File: src/rtl/core/gpbtc_pkg.sv
// ----------------------------------------------------------------------------
// gpbtc_pkg
// shared types and constants of the gate pair bee traffic counter
// ----------------------------------------------------------------------------
package gpbtc_pkg;

  localparam int NOW_W   = 32;   // sample timestamp width
  localparam int WORD_W  = 48;   // sensor word width
  localparam int CFG_W   = 16;   // configuration register width
  localparam int CNT_W   = 16;   // net count width
  localparam int DWELL_W = 16;   // dwell width
  localparam int TALLY_W = 5;    // per-sample tally width
  localparam int CIDX_W  = 2;    // configuration index width

  localparam logic [TALLY_W-1:0] TALLY_MAX = 5'd31;
  localparam logic signed [CNT_W-1:0] CNT_MAX = 16'sh7fff;
  localparam logic signed [CNT_W-1:0] CNT_MIN = 16'sh8000;

  // configuration register indexes
  localparam logic [CIDX_W-1:0] REG_DEBOUNCE = 2'd0;
  localparam logic [CIDX_W-1:0] REG_STUCK    = 2'd1;
  localparam logic [CIDX_W-1:0] REG_WINDOW   = 2'd2;

  // configuration reset values
  localparam logic [CFG_W-1:0] DEBOUNCE_RST = 16'd40;
  localparam logic [CFG_W-1:0] STUCK_RST    = 16'd700;
  localparam logic [CFG_W-1:0] WINDOW_RST   = 16'd150;

  typedef struct packed {
    logic [CFG_W-1:0] debounce_ms;
    logic [CFG_W-1:0] stuck_limit_ms;
    logic [CFG_W-1:0] pair_window_ms;
  } cfg_t;

  // per-lane step strobes
  typedef struct packed {
    logic inner_step;
    logic outer_step;
  } lane_ctrl_t;

endpackage

File: src/rtl/core/gpbtc_merge.sv
// ----------------------------------------------------------------------------
// gpbtc_merge
// walks the lane flags in gate order, keeps the saturating net count
// ----------------------------------------------------------------------------
module gpbtc_merge import gpbtc_pkg::*; #(
  parameter int GATE_COUNT = 24
) (
  input  logic                    clk,
  input  logic                    rst_n,
  input  logic                    start,
  input  logic [GATE_COUNT-1:0]   arr_flags,
  input  logic [GATE_COUNT-1:0]   dep_flags,
  output logic signed [CNT_W-1:0] net_count,
  output logic [TALLY_W-1:0]      arr_cnt,
  output logic [TALLY_W-1:0]      dep_cnt,
  output logic                    done
);

  localparam int IDX_W = $clog2(GATE_COUNT);

  logic                    busy_r, busy_nxt, done_r, done_nxt;
  logic [IDX_W-1:0]        idx_r, idx_nxt;
  logic signed [CNT_W-1:0] net_r, net_nxt, net_mid;
  logic [TALLY_W-1:0]      arr_cnt_r, arr_cnt_nxt, dep_cnt_r, dep_cnt_nxt;
  logic                    a_flag, d_flag, last;

  assign a_flag = arr_flags[idx_r];
  assign d_flag = dep_flags[idx_r];
  assign last   = idx_r == IDX_W'(GATE_COUNT - 1);

  always_comb begin
    busy_nxt    = busy_r;
    done_nxt    = 1'b0;
    idx_nxt     = idx_r;
    net_nxt     = net_r;
    arr_cnt_nxt = arr_cnt_r;
    dep_cnt_nxt = dep_cnt_r;
    // departure (inner) goes before arrival (outer) within a gate
    net_mid     = (d_flag && (net_r != CNT_MIN)) ? net_r - 16'sd1 : net_r;
    if (start) begin
      busy_nxt    = 1'b1;
      idx_nxt     = '0;
      arr_cnt_nxt = '0;
      dep_cnt_nxt = '0;
    end else if (busy_r) begin
      net_nxt = (a_flag && (net_mid != CNT_MAX)) ? net_mid + 16'sd1 : net_mid;
      if (d_flag && (dep_cnt_r != TALLY_MAX)) dep_cnt_nxt = dep_cnt_r + 1'b1;
      if (a_flag && (arr_cnt_r != TALLY_MAX)) arr_cnt_nxt = arr_cnt_r + 1'b1;
      idx_nxt = idx_r + 1'b1;
      if (last) begin
        busy_nxt = 1'b0;
        done_nxt = 1'b1;
      end
    end
  end

  always_ff @(posedge clk) begin
    if (!rst_n) begin
      busy_r    <= 1'b0;
      done_r    <= 1'b0;
      idx_r     <= '0;
      net_r     <= '0;
      arr_cnt_r <= '0;
      dep_cnt_r <= '0;
    end else begin
      busy_r    <= busy_nxt;
      done_r    <= done_nxt;
      idx_r     <= idx_nxt;
      net_r     <= net_nxt;
      arr_cnt_r <= arr_cnt_nxt;
      dep_cnt_r <= dep_cnt_nxt;
    end
  end

  assign net_count = net_r;
  assign arr_cnt   = arr_cnt_r;
  assign dep_cnt   = dep_cnt_r;
  assign done      = done_r;

endmodule

File: config.mk
export PLATFORM = sky130hd
export DESIGN_NAME = gpbtc_merge
export DESIGN_NICKNAME = d
export VERILOG_FILES = /design/src/rtl/core/gpbtc_pkg.sv /design/src/rtl/core/gpbtc_merge.sv
export SDC_FILE = /design/constraint.sdc
export NUM_CORES = 1
export LEC_CHECK = 0
export BUFFER_PORTS_ARGS = -buffer_cell sky130_fd_sc_hd__buf_2
export CAP_MARGIN = 20
export CORE_MARGIN = 5
export CORE_UTILIZATION = 43
export CTS_CLUSTER_SIZE = 12
export DETAILED_ROUTE_END_ITERATION = 8
export GPL_TIMING_DRIVEN = 0
export PLACE_DENSITY = 0.71
export SLEW_MARGIN = 0
export SYNTH_ARGS = -nofsm -noshare
export SYNTH_HDL_FRONTEND = slang
export SYNTH_SLANG_ARGS = --single-unit
File: constraint.sdc
create_clock -name clk -period 7.7 [get_ports clk]
set_input_delay 1.54 -clock clk [delete_from_list [all_inputs] [get_ports clk]]
set_output_delay 1.54 -clock clk [all_outputs]
set_load 0.03 [all_outputs]
==> reports/qor.yml <==
synth_area_leader_cell: "dfxtp_1"
crit_required_ns: 7.93
htree_levels: 2
clk_pin_slew_ns: 0.09
vias_per_cell: 5.84
crit_arrival_ns: 5.14
cellLeakagePower_nw: 1.43
dp_hpwl_mm: 6.13
ys_seq_area_share_pct: 22.6
placement.io_buffers: 77
ys_ff_latch: 33
syn_avg_cell_area_um2: 8.60
grt_max_degree: 12
critPathLaunchType: "primary input"
finish.instance_area_um2: 3530
wirelength_mm: 7.91
max_freq_mhz: 204
finalNetCount: 482
cts_tree: "done"
hold_buffers: 0
grt-ovfl-total: 0
hp-class: "reg2reg"
slowest_stage: "or4_1"
tightest_slew_ns: 0.947
ctsLongestPathBuffers: 2
drt_iter0_markers: 159
peakVddDrop_mv: 0.0859
powerDensity_nw_per_um2: 166
core_um2: 6720
synth_top_cell_area_share_pct: 22.6
path_cells: "buf_2, mux2i_1, a22o_1, or4_4, and3_4, buf_2, nor2_1, nor2_1, a21oi_1, ha_1, o2111ai_1, or4_1, a211o_1, a21oi_1"
cts_root_buf: "clkbuf_8"
grt_setup_unrepaired: "no"
synth_cell_type_count: 64
first_pass_iters: 4
post_cts_buffers: 0
synthFlopType: "dfxtp_1"
io_pins: 78
grt_pass1_vias: 2859
wire_per_inst_um: 15.7
setup_tns_ns: 0
fp-row-count: 30
routed-via-count: 2948
cts.repair.resized: 0
die_h_um: 92.4
setup_violations: 0
post-route-drc-count: 0
skew_ns: 0.0139
synth_edf_count: 0
placed_area_um2: 3410
slowest_delay_ns: 0.61
grt_pass1_wl_mm: 13.4
syn2layout_area_growth_pct: 20.7
crit_type: "in2reg"
worstSetupStartpoint: "dep_flags[8]"
synthArstFlopShare_pct: 0
die_area_um2: 8550
drive_above_1_share_pct: 29.4
worstHoldStart: "net_count[12]$_SDFFE_PN0P_"
antenna_cells: 0
cts-buffers-inserted: 5
synth_area_leaders: "dfxtp_1 (23%), mux4_2 (7.7%), mux2i_1 (6.8%)"
run_status: "finished clean"
slew_violations: 0
antenna_found_initial: 0
finalCritPeriodShare_pct: 63.8
start_util_pct: 43.5
ant_nets: 0
cts_sinks: 33
worstPathMaxFanout: 10
track_usage_pct: 19.1
timing.rr.start: "net_count[7]$_SDFFE_PN0P_"
final_hold_viol_count: 0
clock_latency_ns: 0.30
postSynthCellCount: 340
fin_crit_ns: 4.91
netlist_area_um2: 2920
yosys_warnings: 0
gp_congestion: 0.895
critPathTopFamily: "simple AND/OR/NAND/NOR gates"
die_width_um: 92.4
relSlewSlack_pct: 36.8
crit_buf_inv: 2
synth_nets: 398
cap_violations: 0
setup.worst_path.end_class: "flip-flop"
[cell type report]
type	instances	area [um2]
Timing Repair Buffer	77	385
Buffer	21	109
Sequential cell	33	661
Fill cell	644	3190
Clock buffer	6	82.6
Tap cell	80	100
Clock inverter	2	37.5
Multi-Input combinational cell	278	2120
Inverter	8	30.0
[kinds of logic after synthesis]
kind of cell    share of synthesized area, %
compound gates                          19.6
xor+xnor                                6.55
fa+ha+maj                               3.00
buf+inv                                 4.75
flops                                   22.6
mux                                     15.8
simple gates                            27.7
[cells in the final DEF (no fill, tap or decap), types with 4 or more instances in the layout]
master | netlist | routed
o21ai_0 | 7 | 7
xnor2_1 | 11 | 11
nand4_1 | 8 | 8
or3_1 | 10 | 10
clkbuf_1 | 12 | 12
a31oi_1 | 7 | 7
and3_1 | 4 | 4
nand2b_1 | 10 | 10
dfxtp_1 | 33 | 33
nand3_1 | 12 | 12
o21ai_1 | 4 | 4
xor2_1 | 9 | 9
ha_1 | 7 | 7
nor2b_1 | 5 | 5
or4_1 | 6 | 6
nor3_1 | 6 | 6
mux4_2 | 10 | 10
inv_1 | 8 | 8
nand2_1 | 26 | 26
nor2_1 | 36 | 36
buf_2 | 6 | 83
mux2i_1 | 20 | 20
clkbuf_8 | 0 | 6
a21oi_1 | 18 | 18
[Yosys cell counts (4+ instances only)]
master / instances
nor2_1: 36
dfxtp_1: 33
nand2_1: 26
mux2i_1: 20
a21oi_1: 18
clkbuf_1: 12
nand3_1: 12
xnor2_1: 11
mux4_2: 10
nand2b_1: 10
or3_1: 10
xor2_1: 9
inv_1: 8
nand4_1: 8
a31oi_1: 7
ha_1: 7
o21ai_0: 7
buf_2: 6
nor3_1: 6
or4_1: 6
nor2b_1: 5
and3_1: 4
o21ai_1: 4
[flip-flops by register name, summed over array words and instances (netlist names)]
register   cells
dep_cnt        5
busy_r         1
arr_cnt        5
net_count     16
done           1
idx_r          5
[layer usage]
metal | share of wire [%] | up-vias | GRT usage, %
li1 | - | 1451 | -
met1 | 43 | 1362 | 25.7
met2 | 47 | 122 | 30.9
met3 | 8.4 | 13 | 4.14
met4 | 1.5 | 0 | 5.32
met5 | 0 | - | 0
[report_power, final]
part           total, mW  leakage [nW]  internal, mW  switching, mW
Combinational      0.221          1.10        0.0921          0.129
Sequential         0.185         0.267         0.177        0.00819
Clock              0.179        0.0574         0.105         0.0734
Total              0.585          1.43         0.374          0.210
[worst reg2reg max path, cell delays in order (launching register included)]
cell and delay, ns:
dfxtp_1 0.31, buf_2 0.17, or4_4 0.59, or2_1 0.26
buf_6 0.14, o311ai_4 0.45, xor2_1 0.14, or4_4 0.52
a211o_1 0.34, or3_1 0.34, or4_1 0.40, a21oi_1 0.25
mux2i_1 0.20
[per-stage QoR]
stage	util (%)	power (mW)	instances	hold WS [ns]	setup slack, ns
after global placement	50.7	0.404	497	0.497	2.58
after CTS	52.5	0.586	505	0.511	2.81
after floorplan	-	0.355	340	0.491	3.03
after global routing	52.5	0.621	505	0.538	2.57
after detailed placement	50.7	0.407	497	0.499	2.51
final	52.5	0.585	505	0.503	2.79
[final timing paths]
kind                                                   end  slack, ns  depth (start not counted)
worst max-delay path            net_count[12]$_SDFFE_PN0P_       2.79                         14
worst min-delay path            net_count[12]$_SDFFE_PN0P_       0.50                          2
worst max register to register  net_count[13]$_SDFFE_PN0P_       3.52                         12
worst min register to register  net_count[12]$_SDFFE_PN0P_       0.50                          2
Note: power is estimated with default switching activity, not from simulation.
