==> src/rtl/core/gpbtc_pkg.sv <==
// ----------------------------------------------------------------------------
// gpbtc_pkg
// shared types and constants of the gate pair bee traffic counter
// ----------------------------------------------------------------------------
package gpbtc_pkg;

  localparam int NOW_W   = 32;   // sample timestamp width
  localparam int WORD_W  = 48;   // sensor word width
  localparam int CFG_W   = 16;   // configuration register width
  localparam int CNT_W   = 16;   // net count width
  localparam int DWELL_W = 16;   // dwell width
  localparam int TALLY_W = 5;    // per-sample tally width
  localparam int CIDX_W  = 2;    // configuration index width

  localparam logic [TALLY_W-1:0] TALLY_MAX = 5'd31;
  localparam logic signed [CNT_W-1:0] CNT_MAX = 16'sh7fff;
  localparam logic signed [CNT_W-1:0] CNT_MIN = 16'sh8000;

  // configuration register indexes
  localparam logic [CIDX_W-1:0] REG_DEBOUNCE = 2'd0;
  localparam logic [CIDX_W-1:0] REG_STUCK    = 2'd1;
  localparam logic [CIDX_W-1:0] REG_WINDOW   = 2'd2;

  // configuration reset values
  localparam logic [CFG_W-1:0] DEBOUNCE_RST = 16'd40;
  localparam logic [CFG_W-1:0] STUCK_RST    = 16'd700;
  localparam logic [CFG_W-1:0] WINDOW_RST   = 16'd150;

  typedef struct packed {
    logic [CFG_W-1:0] debounce_ms;
    logic [CFG_W-1:0] stuck_limit_ms;
    logic [CFG_W-1:0] pair_window_ms;
  } cfg_t;

  // per-lane step strobes
  typedef struct packed {
    logic inner_step;
    logic outer_step;
  } lane_ctrl_t;

endpackage

==> src/rtl/core/gpbtc_lane.sv <==
// ----------------------------------------------------------------------------
// gpbtc_lane
// one gate: debounced inner and outer beam tracking and crossing detection
// ----------------------------------------------------------------------------
module gpbtc_lane import gpbtc_pkg::*; (
  input  logic             clk,
  input  logic             rst_n,
  input  lane_ctrl_t       ctrl,
  input  cfg_t             cfg,
  input  logic [NOW_W-1:0] now,
  input  logic             en,
  input  logic [1:0]       pair,
  output logic             arr,
  output logic             dep
);

  logic               lvl_i_r, lvl_i_nxt, lvl_o_r, lvl_o_nxt;
  logic [NOW_W-1:0]   edge_i_r, edge_i_nxt, edge_o_r, edge_o_nxt;
  logic [NOW_W-1:0]   rel_i_r, rel_i_nxt, rel_o_r, rel_o_nxt;
  logic [DWELL_W-1:0] dw_i_r, dw_i_nxt, dw_o_r, dw_o_nxt;
  logic               arr_r, arr_nxt, dep_r, dep_nxt;

  logic               outer, inner;
  logic [NOW_W-1:0]   d_edge, d_rel;
  logic [DWELL_W-1:0] d_sat;
  logic               counted;

  assign outer = pair[0];
  assign inner = pair[1];

  always_comb begin
    lvl_i_nxt  = lvl_i_r;
    lvl_o_nxt  = lvl_o_r;
    edge_i_nxt = edge_i_r;
    edge_o_nxt = edge_o_r;
    rel_i_nxt  = rel_i_r;
    rel_o_nxt  = rel_o_r;
    dw_i_nxt   = dw_i_r;
    dw_o_nxt   = dw_o_r;
    arr_nxt    = arr_r;
    dep_nxt    = dep_r;

    // one shared time difference pair per step
    d_edge  = ctrl.outer_step ? (now - edge_o_r) : (now - edge_i_r);
    d_rel   = ctrl.outer_step ? (now - rel_i_r) : (now - rel_o_r);
    d_sat   = (d_edge[NOW_W-1:DWELL_W] != '0) ? '1 : d_edge[DWELL_W-1:0];
    counted = d_edge > {{(NOW_W-CFG_W){1'b0}}, cfg.debounce_ms};

    if (ctrl.inner_step) begin
      dep_nxt = 1'b0;
      if (en && (inner != lvl_i_r)) begin
        if (counted) begin
          if (!inner) begin
            rel_i_nxt = now;
            dw_i_nxt  = d_sat;
          end
          dep_nxt = !inner && !outer &&
                    (d_rel < {{(NOW_W-CFG_W){1'b0}}, cfg.pair_window_ms}) &&
                    ((dw_i_nxt < cfg.stuck_limit_ms) || (dw_o_r < cfg.stuck_limit_ms));
        end
        edge_i_nxt = now;
        lvl_i_nxt  = inner;
      end
    end

    // outer step runs in the cycle after the inner step and sees the inner beam's new state
    if (ctrl.outer_step) begin
      arr_nxt = 1'b0;
      if (en && (outer != lvl_o_r)) begin
        if (counted) begin
          if (!outer) begin
            rel_o_nxt = now;
            dw_o_nxt  = d_sat;
          end
          arr_nxt = !outer && !inner &&
                    (d_rel < {{(NOW_W-CFG_W){1'b0}}, cfg.pair_window_ms}) &&
                    ((dw_i_r < cfg.stuck_limit_ms) || (dw_o_nxt < cfg.stuck_limit_ms));
        end
        edge_o_nxt = now;
        lvl_o_nxt  = outer;
      end
    end
  end

  always_ff @(posedge clk) begin
    if (!rst_n) begin
      lvl_i_r  <= 1'b0;
      lvl_o_r  <= 1'b0;
      edge_i_r <= '0;
      edge_o_r <= '0;
      rel_i_r  <= '0;
      rel_o_r  <= '0;
      dw_i_r   <= '0;
      dw_o_r   <= '0;
      arr_r    <= 1'b0;
      dep_r    <= 1'b0;
    end else begin
      lvl_i_r  <= lvl_i_nxt;
      lvl_o_r  <= lvl_o_nxt;
      edge_i_r <= edge_i_nxt;
      edge_o_r <= edge_o_nxt;
      rel_i_r  <= rel_i_nxt;
      rel_o_r  <= rel_o_nxt;
      dw_i_r   <= dw_i_nxt;
      dw_o_r   <= dw_o_nxt;
      arr_r    <= arr_nxt;
      dep_r    <= dep_nxt;
    end
  end

  assign arr = arr_r;
  assign dep = dep_r;

endmodule

==> config.mk <==
export PLATFORM = sky130hd
export DESIGN_NAME = gpbtc_lane
export DESIGN_NICKNAME = d
export VERILOG_FILES = /design/src/rtl/core/gpbtc_pkg.sv /design/src/rtl/core/gpbtc_lane.sv
export SDC_FILE = /design/constraint.sdc
export NUM_CORES = 1
export LEC_CHECK = 0
export BUFFER_PORTS_ARGS = -buffer_cell sky130_fd_sc_hd__buf_2
export CAP_MARGIN = 15
export CORE_UTILIZATION = 65
export CTS_CLUSTER_SIZE = 16
export DETAILED_ROUTE_END_ITERATION = 10
export GPL_TIMING_DRIVEN = 0
export HOLD_SLACK_MARGIN = 0.02
export PLACE_DENSITY = 0.84
export SLEW_MARGIN = 10
export SYNTH_ARGS = -nofsm -noshare
export SYNTH_HDL_FRONTEND = slang
export SYNTH_SLANG_ARGS = --single-unit
==> constraint.sdc <==
create_clock -name clk -period 21.7 [get_ports clk]
set_input_delay 4.34 -clock clk [delete_from_list [all_inputs] [get_ports clk]]
set_output_delay 4.34 -clock clk [all_outputs]
set_load 0.05 [all_outputs]
==> results.toml, run 1 <==
[place]
io_buffers = 83
dp_slack_ps = 10130
dpl.hpwl_um = 31700
dpl_cell_area_um2 = 14500
gp_congestion = 0.986

[global_routing]
grt_pass1_wl_um = 64600
grt_max_degree = 17
overflow = 0
grt_pass1_vias = 12532
antenna_found_initial = 0
grt_usage_pct = 37.6

[timing]
slew_headroom_pct = 19.5
fmax_mhz = 87.5
rsz0062_at_grt = "false"
final.setup.worst_slack_ps = 10280
finalCriticalPeriod_ps = 11420
clock_skew_ps = 14.8
tightest_slew_ps = 1180
final_max_slew_viol_count = 0
setup_viol = 0
finalSetupTns_ps = 0
finalHoldViolations = 0
holdWs_ps = 464
post-route-period-util_pct = 52.6

[clock_tree]
cts_root_buffer = "clkbuf_16"
clockBufferDepth = 2
cts_max_level = 4
post-cts-setup-buffer-count = 0
clkSinkCount = 164
cts_tree = "done"
numCtsBuffers = 17
postCtsResizedCells = 0
postCtsHoldBufs = 0
clock_latency_ps = 450
cts.clk_slew.worst_paths_ps = 70

[drt]
drc = 0
vias_per_cell = 6.34
antenna_left = 0
vias = 13235
post_drt_wl_per_cell_um = 19.4
wl_um = 40400
drt-initial-drc-count = 1270
dr.pass1.iters = 7

[worst_setup_path]
cp-start-kind = "input pin"
crit_path_max_fanout = 10
crit_path_end_kind = "flip-flop"
crit_path_max_incr_delay_ps = 720
crit_arrival_ps = 11790
cpMaxStageDelayCell = "clkbuf_1"
crit_required_ps = 22060
critical_path_class = "input pin to flip-flop"
worst_path_most_repeated_cell = "clkbuf_1"

[synth]
syn_inst = 1701
synth_top_area_share_pct = 24.0
syn_area_um2 = 13700
synth-seq-cells = 164
yosysUniqueCellTypes = 73
synthTopCellsByArea = "dfxtp_1 24%, ha_1 15%, mux2i_1 9.6%"
async_reset_ff_share_pct = 0
synthFlopType = "dfxtp_1"
syn_avg_cell_area_um2 = 8.05
synth_area_leader_cell = "dfxtp_1"
yosys_warnings = 0
synth_nets = 1949
synth.yosys.seq_area_share_pct = 24.0
synth_edf_count = 0

[floorplanning]
core_um2 = 20400
num_rows = 52
fp.dieW_um = 147
io_pins = 89
dieHeight_um = 147
start_util_pct = 67.0
die_area_um2 = 21700

[run]
maxCapViolations = 0

[finish]
final_common_cell = "nand2_1"
final_cell_mix = "237 x nand2_1, 164 x dfxtp_1, 159 x ha_1"
nNetsFinal = 2051
final_layout_size_suffix_gt1_share_pct = 9.26
postLayoutCoreUtil_pct = 73.6
final_area_um2 = 15000
syn2layout_area_growth_pct = 9.73

[power]
p_per_area_nw_per_um2 = 57.9
leakage_uw = 0.00683
peakVddDrop_mv = 0.0632

[outcome]
status = "completed"

[worst_hold_path]
holdCritPathClass = "flip-flop to flip-flop"
[report_power, final]
part | switching, µW | leakage [µW] | internal, µW | total, µW
Combinational | 153 | 0.00521 | 94.4 | 247
Clock | 135 | 0.000286 | 170 | 306
Sequential | 5.61 | 0.00133 | 311 | 316
[state kept, by name (all words and copies together), names as in the netlist]
name / count
edge_i_r: 32
lvl_o_r: 1
arr: 1
rel_i_r: 32
lvl_i_r: 1
dw_i_r: 16
dep: 1
edge_o_r: 32
dw_o_r: 16
rel_o_r: 32
[area by class of cell]
class,instances,area [µm²]
multi-input combinational,1333,9490
fill,1621,5400
sequential,164,3280
buffer,95,519
clock buffer,17,425
timing repair buffer,83,415
inverter,109,409
tap,270,338
clock inverter,14,151
antenna,1,2.50
[cells by family after synthesis]
family	Yosys count	synth area share, %
AND/OR/NAND/NOR	553	19.5
flip-flops	164	24.0
adder cells (fa/ha/maj)	161	14.8
buffers and inverters	204	6.78
AO/OA/AOI/OAI	438	22.0
multiplexers	138	10.2
XOR/XNOR	43	2.75
[worst max-delay path, delay by kind of cell]
family | cells | cell delay (ps)
buffers and inverters | 5 | 1990
multiplexers | 1 | 210
AND/OR/NAND/NOR | 2 | 640
adder cells (fa/ha/maj) | 2 | 800
AO/OA/AOI/OAI | 16 | 3780
[layer usage]
layer  GRT usage [%]  vias to the layer above  wire length [µm]
li1                -                     6341                 -
met5               0                        -                 0
met3            6.65                      100              3740
met2            61.2                      631             18200
met1            50.0                     6163             17200
met4            13.1                        0              1290
[worst paths after layout]
check                                   end  slack, ps  cells after the start        start
worst max-delay path                    arr      10280                     26      ctrl[0]
worst min-delay path            edge_o_r[7]        460                      2  edge_o_r[7]
worst max register to register          arr      15310                     23  edge_i_r[4]
worst min register to register  edge_o_r[7]        460                      2  edge_o_r[7]
[through the flow]
stage | power (µW) | instances
CTS | 862 | 2085
global placement | 556 | 2054
global route | 907 | 2085
finish | 870 | 2086
floorplan | 493 | 1701
detailed placement | 562 | 2054
[synth_stat cells, types with 6 or more instances]
cell type and number:
a211o_1 8, a211oi_1 16, a21boi_0 67, a21o_1 39, a21oi_1 121, a31oi_1 7, and3_1 7, buf_12 6
buf_2 13, buf_4 8, clkbuf_1 62, dfxtp_1 164, ha_1 159, inv_1 109, mux2i_1 132, nand2_1 237
nand2b_1 16, nand3_1 24, nand4_1 33, nor2_1 57, nor2b_1 82, nor3_1 35, nor4_1 38, o211ai_1 15
o21a_1 12, o21ai_0 52, o21ai_1 8, o21bai_1 7, o311a_1 32, or2_2 6, xnor2_1 24, xor2_1 19
No activity file was read; power rests on OpenSTA's default activity.
==> inputs of run 2 (changes only) <==
--- a/config.mk
+++ b/config.mk
@@ -7,12 +7,12 @@
 export LEC_CHECK = 0
 export BUFFER_PORTS_ARGS = -buffer_cell sky130_fd_sc_hd__buf_2
 export CAP_MARGIN = 15
-export CORE_UTILIZATION = 65
+export CORE_UTILIZATION = 63
 export CTS_CLUSTER_SIZE = 16
 export DETAILED_ROUTE_END_ITERATION = 10
 export GPL_TIMING_DRIVEN = 0
 export HOLD_SLACK_MARGIN = 0.02
-export PLACE_DENSITY = 0.84
+export PLACE_DENSITY = 0.81
 export SLEW_MARGIN = 10
 export SYNTH_ARGS = -nofsm -noshare
 export SYNTH_HDL_FRONTEND = slang
==> constraint.sdc (replaced) <==
create_clock -name clk -period 11 [get_ports clk]
set_input_delay 2.2 -clock clk [delete_from_list [all_inputs] [get_ports clk]]
set_output_delay 2.2 -clock clk [all_outputs]
set_load 0.05 [all_outputs]
==> run 2 against run 1 <==
  * Total power is 96% higher
  * Combinational power is 100% higher
  * Wire length is 2.3% higher
  * Die area is 3.1% higher
  * Register-to-register slack worse by 11000 ps
  * Critical path type unchanged
  * Largest cell class unchanged
==> results.toml, run 2 (same netlist as run 1, synthesis figures left out) <==
[worst_setup_path]
critical_path_class = "input pin to flip-flop"
worst_path_most_repeated_cell = "clkbuf_1"
crit_arrival_ps = 9520
reg2reg_depth = 24
crit_path_end_kind = "flip-flop"
crit_path_max_fanout = 10
cpMaxStageDelayCell = "clkbuf_1"
crit_path_max_incr_delay_ps = 700
crit_required_ps = 11370
cp-start-kind = "input pin"

[finish]
syn2layout_area_growth_pct = 9.62
nNetsFinal = 2051
final_layout_size_suffix_gt1_share_pct = 9.20
final_common_cell = "nand2_1"
fillers = 1786
final_cell_mix = "237 x nand2_1, 164 x dfxtp_1, 159 x ha_1"

[outcome]
status = "completed"

[clock_tree]
postCtsHoldBufs = 0
cts_root_buffer = "clkbuf_16"
clkSinkCount = 164
clockBufferDepth = 2
cts_tree = "done"
cts_max_level = 4
cts.clk_slew.worst_paths_ps = 70
post-cts-setup-buffer-count = 0
postCtsResizedCells = 0
clock_latency_ps = 440
numCtsBuffers = 17

[drt]
dr.pass1.iters = 6
vias = 13361
antenna_left = 0
post_drt_wl_per_cell_um = 19.8
vias_per_cell = 6.39
drc = 0
drt-initial-drc-count = 1299
wl_um = 41400

[worst_hold_path]
holdCritPathClass = "flip-flop to flip-flop"
min_path_cells = 2

[floorplanning]
die_area_um2 = 22300
start_util_pct = 64.7
core_um2 = 21200
dieHeight_um = 149
io_pins = 89
fp.dieW_um = 149
num_rows = 53

[timing]
final.setup.worst_slack_ps = 1850
finalHoldViolations = 0
setup_viol = 0
slew_headroom_pct = 17.1
final_max_slew_viol_count = 0
tightest_slew_ps = 1210
clock_skew_ps = 12.6
fmax_mhz = 109
finalSetupTns_ps = 0
finalCriticalPeriod_ps = 9150
rsz0062_at_grt = "false"
post-route-period-util_pct = 83.2

[power]
peakVddDrop_mv = 0.119
p_per_area_nw_per_um2 = 114
leakage_uw = 0.00681

[place]
gp_congestion = 0.980
dpl.hpwl_um = 31800
dp_slack_ps = 1570
io_buffers = 83

[global_routing]
grt_pass1_wl_um = 65000
grt_pass1_vias = 12381
overflow = 0
grt_max_degree = 17
grt_usage_pct = 37.4
antenna_found_initial = 0

[run]
maxCapViolations = 0
run 2: cell types whose count changed in the layout (fill, tap and decap cells not counted), sizes merged:
cell,previous run,this run
clkbuf,82,84
bufinv,2,1
clkinvlp,1,3
clkinv,6,3
inv,114,115
run 2: final cells by class:
class | instances | area (µm²) | share of cell area (%)
diodes | 1 | 2.50 | 0.0167
plain buffers | 95 | 519 | 3.46
clock buffers | 19 | 433 | 2.88
clock inverters | 13 | 123 | 0.817
inverters | 109 | 409 | 2.72
multi-input cells | 1333 | 9490 | 63.2
flip-flops and latches | 164 | 3280 | 21.9
well taps | 275 | 344 | 2.29
repair buffers | 83 | 415 | 2.77
run 2: final timing paths:
path | start | to | slack [ps]
min | edge_o_r[12] | edge_o_r[12] | 460
min reg2reg | edge_o_r[12] | edge_o_r[12] | 460
max | ctrl[0] | arr | 1850
max reg2reg | edge_o_r[0] | arr | 4730
run 2: layer usage:
layer	share of wire [%]	wire, µm	GRT usage (%)
met3	7.8	3210	5.67
met5	0	0	0
met1	44	18200	51.4
met2	44	18300	58.2
met4	3.9	1610	15.6
run 2: through the flow:
stage	cells	hold slack, ps	total power, µW	instance area, µm²	util [%]
floorplan	1701	440	972	13700	-
finish	2092	465	1710	15000	71.0
global placement	2059	449	1100	14500	68.3
detailed placement	2059	457	1110	14500	68.3
CTS	2091	466	1690	15000	71.0
global route	2091	481	1780	15000	71.0
run 2: where the power goes:
| group | switching [µW] | leakage [µW] | internal (µW) |
|---|---|---|---|
| Clock | 273 | 0.000267 | 315 |
| Combinational | 307 | 0.00521 | 187 |
| Sequential | 10.8 | 0.00133 | 613 |
run 2: critical path, delay by kind of cell:
family                   cells  cell delay (ps)
AND/OR/NAND/NOR              4             1260
adder cells (fa/ha/maj)      2              830
buffers and inverters        5             2050
multiplexers                 1              170
AO/OA/AOI/OAI               14             3020
==> inputs of run 3 (changes only) <==
--- a/config.mk
+++ b/config.mk
@@ -7,12 +7,12 @@
 export LEC_CHECK = 0
 export BUFFER_PORTS_ARGS = -buffer_cell sky130_fd_sc_hd__buf_2
 export CAP_MARGIN = 15
-export CORE_UTILIZATION = 63
+export CORE_UTILIZATION = 57
 export CTS_CLUSTER_SIZE = 16
 export DETAILED_ROUTE_END_ITERATION = 10
 export GPL_TIMING_DRIVEN = 0
 export HOLD_SLACK_MARGIN = 0.02
-export PLACE_DENSITY = 0.81
+export PLACE_DENSITY = 0.78
 export SLEW_MARGIN = 10
 export SYNTH_ARGS = -nofsm -noshare
 export SYNTH_HDL_FRONTEND = slang
==> constraint.sdc (replaced) <==
create_clock -name clk -period 7.7 [get_ports clk]
set_input_delay 1.54 -clock clk [delete_from_list [all_inputs] [get_ports clk]]
set_output_delay 1.54 -clock clk [all_outputs]
set_load 0.05 [all_outputs]
==> run 3 against run 2 <==
  * Largest power group is now the clock network
  * Combinational power grew 41%
  * Critical path depth shrank 1
  * Clock-buffer cell count grew 1
==> results.toml, run 3 (same netlist as run 1, synthesis figures left out) <==
[power]
p_per_area_nw_per_um2 = 165
leakage_uw = 0.00686
peakVddDrop_mv = 0.153

[timing]
final_max_slew_viol_count = 0
tightest_slew_ps = 1020
clock_skew_ps = 15.1
finalHoldViolations = 0
setup_viol = 0
finalCriticalPeriod_ps = 7390
finalSetupTns_ps = 0
rsz0062_at_grt = "false"
holdWs_ps = 465
fmax_mhz = 135
slew_headroom_pct = 30.3
post-route-period-util_pct = 96.0

[drt]
dr.pass1.iters = 5
vias_per_cell = 6.13
drc = 0
drt-initial-drc-count = 1148
vias = 13059
post_drt_wl_per_cell_um = 18.8
antenna_left = 0
wl_um = 40200

[floorplanning]
num_rows = 56
core_um2 = 23500
start_util_pct = 58.2
die_area_um2 = 24700
io_pins = 89
fp.dieW_um = 157
dieHeight_um = 157

[global_routing]
grt_pass1_vias = 12292
grt_max_degree = 17
overflow = 0
antenna_found_initial = 0
grt_pass1_wl_um = 63100
grt_usage_pct = 32.8

[run]
maxCapViolations = 0

[clock_tree]
numCtsBuffers = 17
clkSinkCount = 164
cts_root_buffer = "clkbuf_16"
postCtsHoldBufs = 0
cts.clk_slew.worst_paths_ps = 70
cts_tree = "done"
cts_max_level = 4
post-cts-setup-buffer-count = 0
clockBufferDepth = 2
clock_latency_ps = 440

[place]
io_buffers = 83
gp_congestion = 0.990
dpl.hpwl_um = 31700

[finish]
fillers = 2090
nNetsFinal = 2050
final_common_cell = "nand2_1"
num_antenna_cells = 0
final_cell_mix = "237 x nand2_1, 164 x dfxtp_1, 159 x ha_1"
multi_input_area_um2 = 9520
syn2layout_area_growth_pct = 10.7
final-seq-area_um2 = 3280
postLayoutCoreUtil_pct = 64.4
final_layout_size_suffix_gt1_share_pct = 9.76

[worst_setup_path]
crit_path_end_kind = "flip-flop"
crit_path_max_incr_delay_ps = 560
crit_arrival_ps = 7750
crit_start = "ctrl[0]"
cpMaxStageDelayCell = "or4_1"
cp-start-kind = "input pin"
critical_path_class = "input pin to flip-flop"
crit_path_max_fanout = 14
crit_required_ps = 8060
worst_path_most_repeated_cell = "a21o_1"
rr_startpoint = "edge_o_r[0]"

[worst_hold_path]
holdCritPathClass = "flip-flop to flip-flop"
hold_start = "edge_o_r[14]"

[outcome]
status = "completed"
==> run 3: cell types whose count changed in the layout (fill, tap and decap cells not counted), moves of 2 or more <==
cell / change
clkbuf_1: -6
clkinv_4: +4
clkinvlp_4: -3
inv_6: -3
a211oi_1: -2
buf_4: +2
bufinv_16: +2
clkbuf_4: +2
clkbuf_8: +2
clkinv_2: -2
nor3_1: -2
nor3_2: +2
==> run 3: critical path: cells and delay by family <==
kind,cells,cell delay [ps]
AO/OA/AOI/OAI,13,2850
adder cells (fa/ha/maj),3,910
buffers and inverters,3,680
multiplexers,1,390
AND/OR/NAND/NOR,5,1380
==> run 3: cell type report <==
class	count	area share (%)
clock inverter	10	0.974
tap	319	2.63
multi-input combinational	1333	62.8
buffer	94	3.51
sequential	164	21.6
timing repair buffer	83	2.74
clock buffer	20	3.01
inverter	109	2.70
==> run 3: timing repair <==
item                                    CTS  global route
pin swaps                                 0             0
gates resized for setup                   4            20
endpoints found under the setup margin    2             1
==> run 3: per-layer routing <==
layer,GRT usage (%),share of wire [%]
met2,55.3,46
met4,13.2,3.7
met3,4.57,7.1
met5,0,0
met1,42.0,43
==> run 3: path summary, 6_finish.rpt <==
path / end / depth (start not counted) / slack (ps)
setup reg to reg: arr / 24 / 1450
hold reg to reg: edge_o_r[14] / 2 / 470
hold / removal: edge_o_r[14] / 2 / 470
setup / recovery: arr / 25 / 310
==> run 3: power breakdown <==
| group | internal (µW) | switching (µW) | total (µW) | leakage (µW) |
|---|---|---|---|---|
| logic | 268 | 430 | 697 | 0.00523 |
| clock network | 528 | 381 | 910 | 0.000297 |
| registers | 876 | 15.2 | 891 | 0.00133 |
==> run 3: metrics by stage <==
step                setup slack (ps)  power (µW)  area (µm²)  cells
floorplan                        305        1390       13700   1701
global placement               -1120        1570       14500   2103
detailed placement             -1170        1590       14500   2103
CTS                             41.4        2480       15100   2132
global route                    21.0        2610       15200   2132
finish                           309        2500       15200   2132
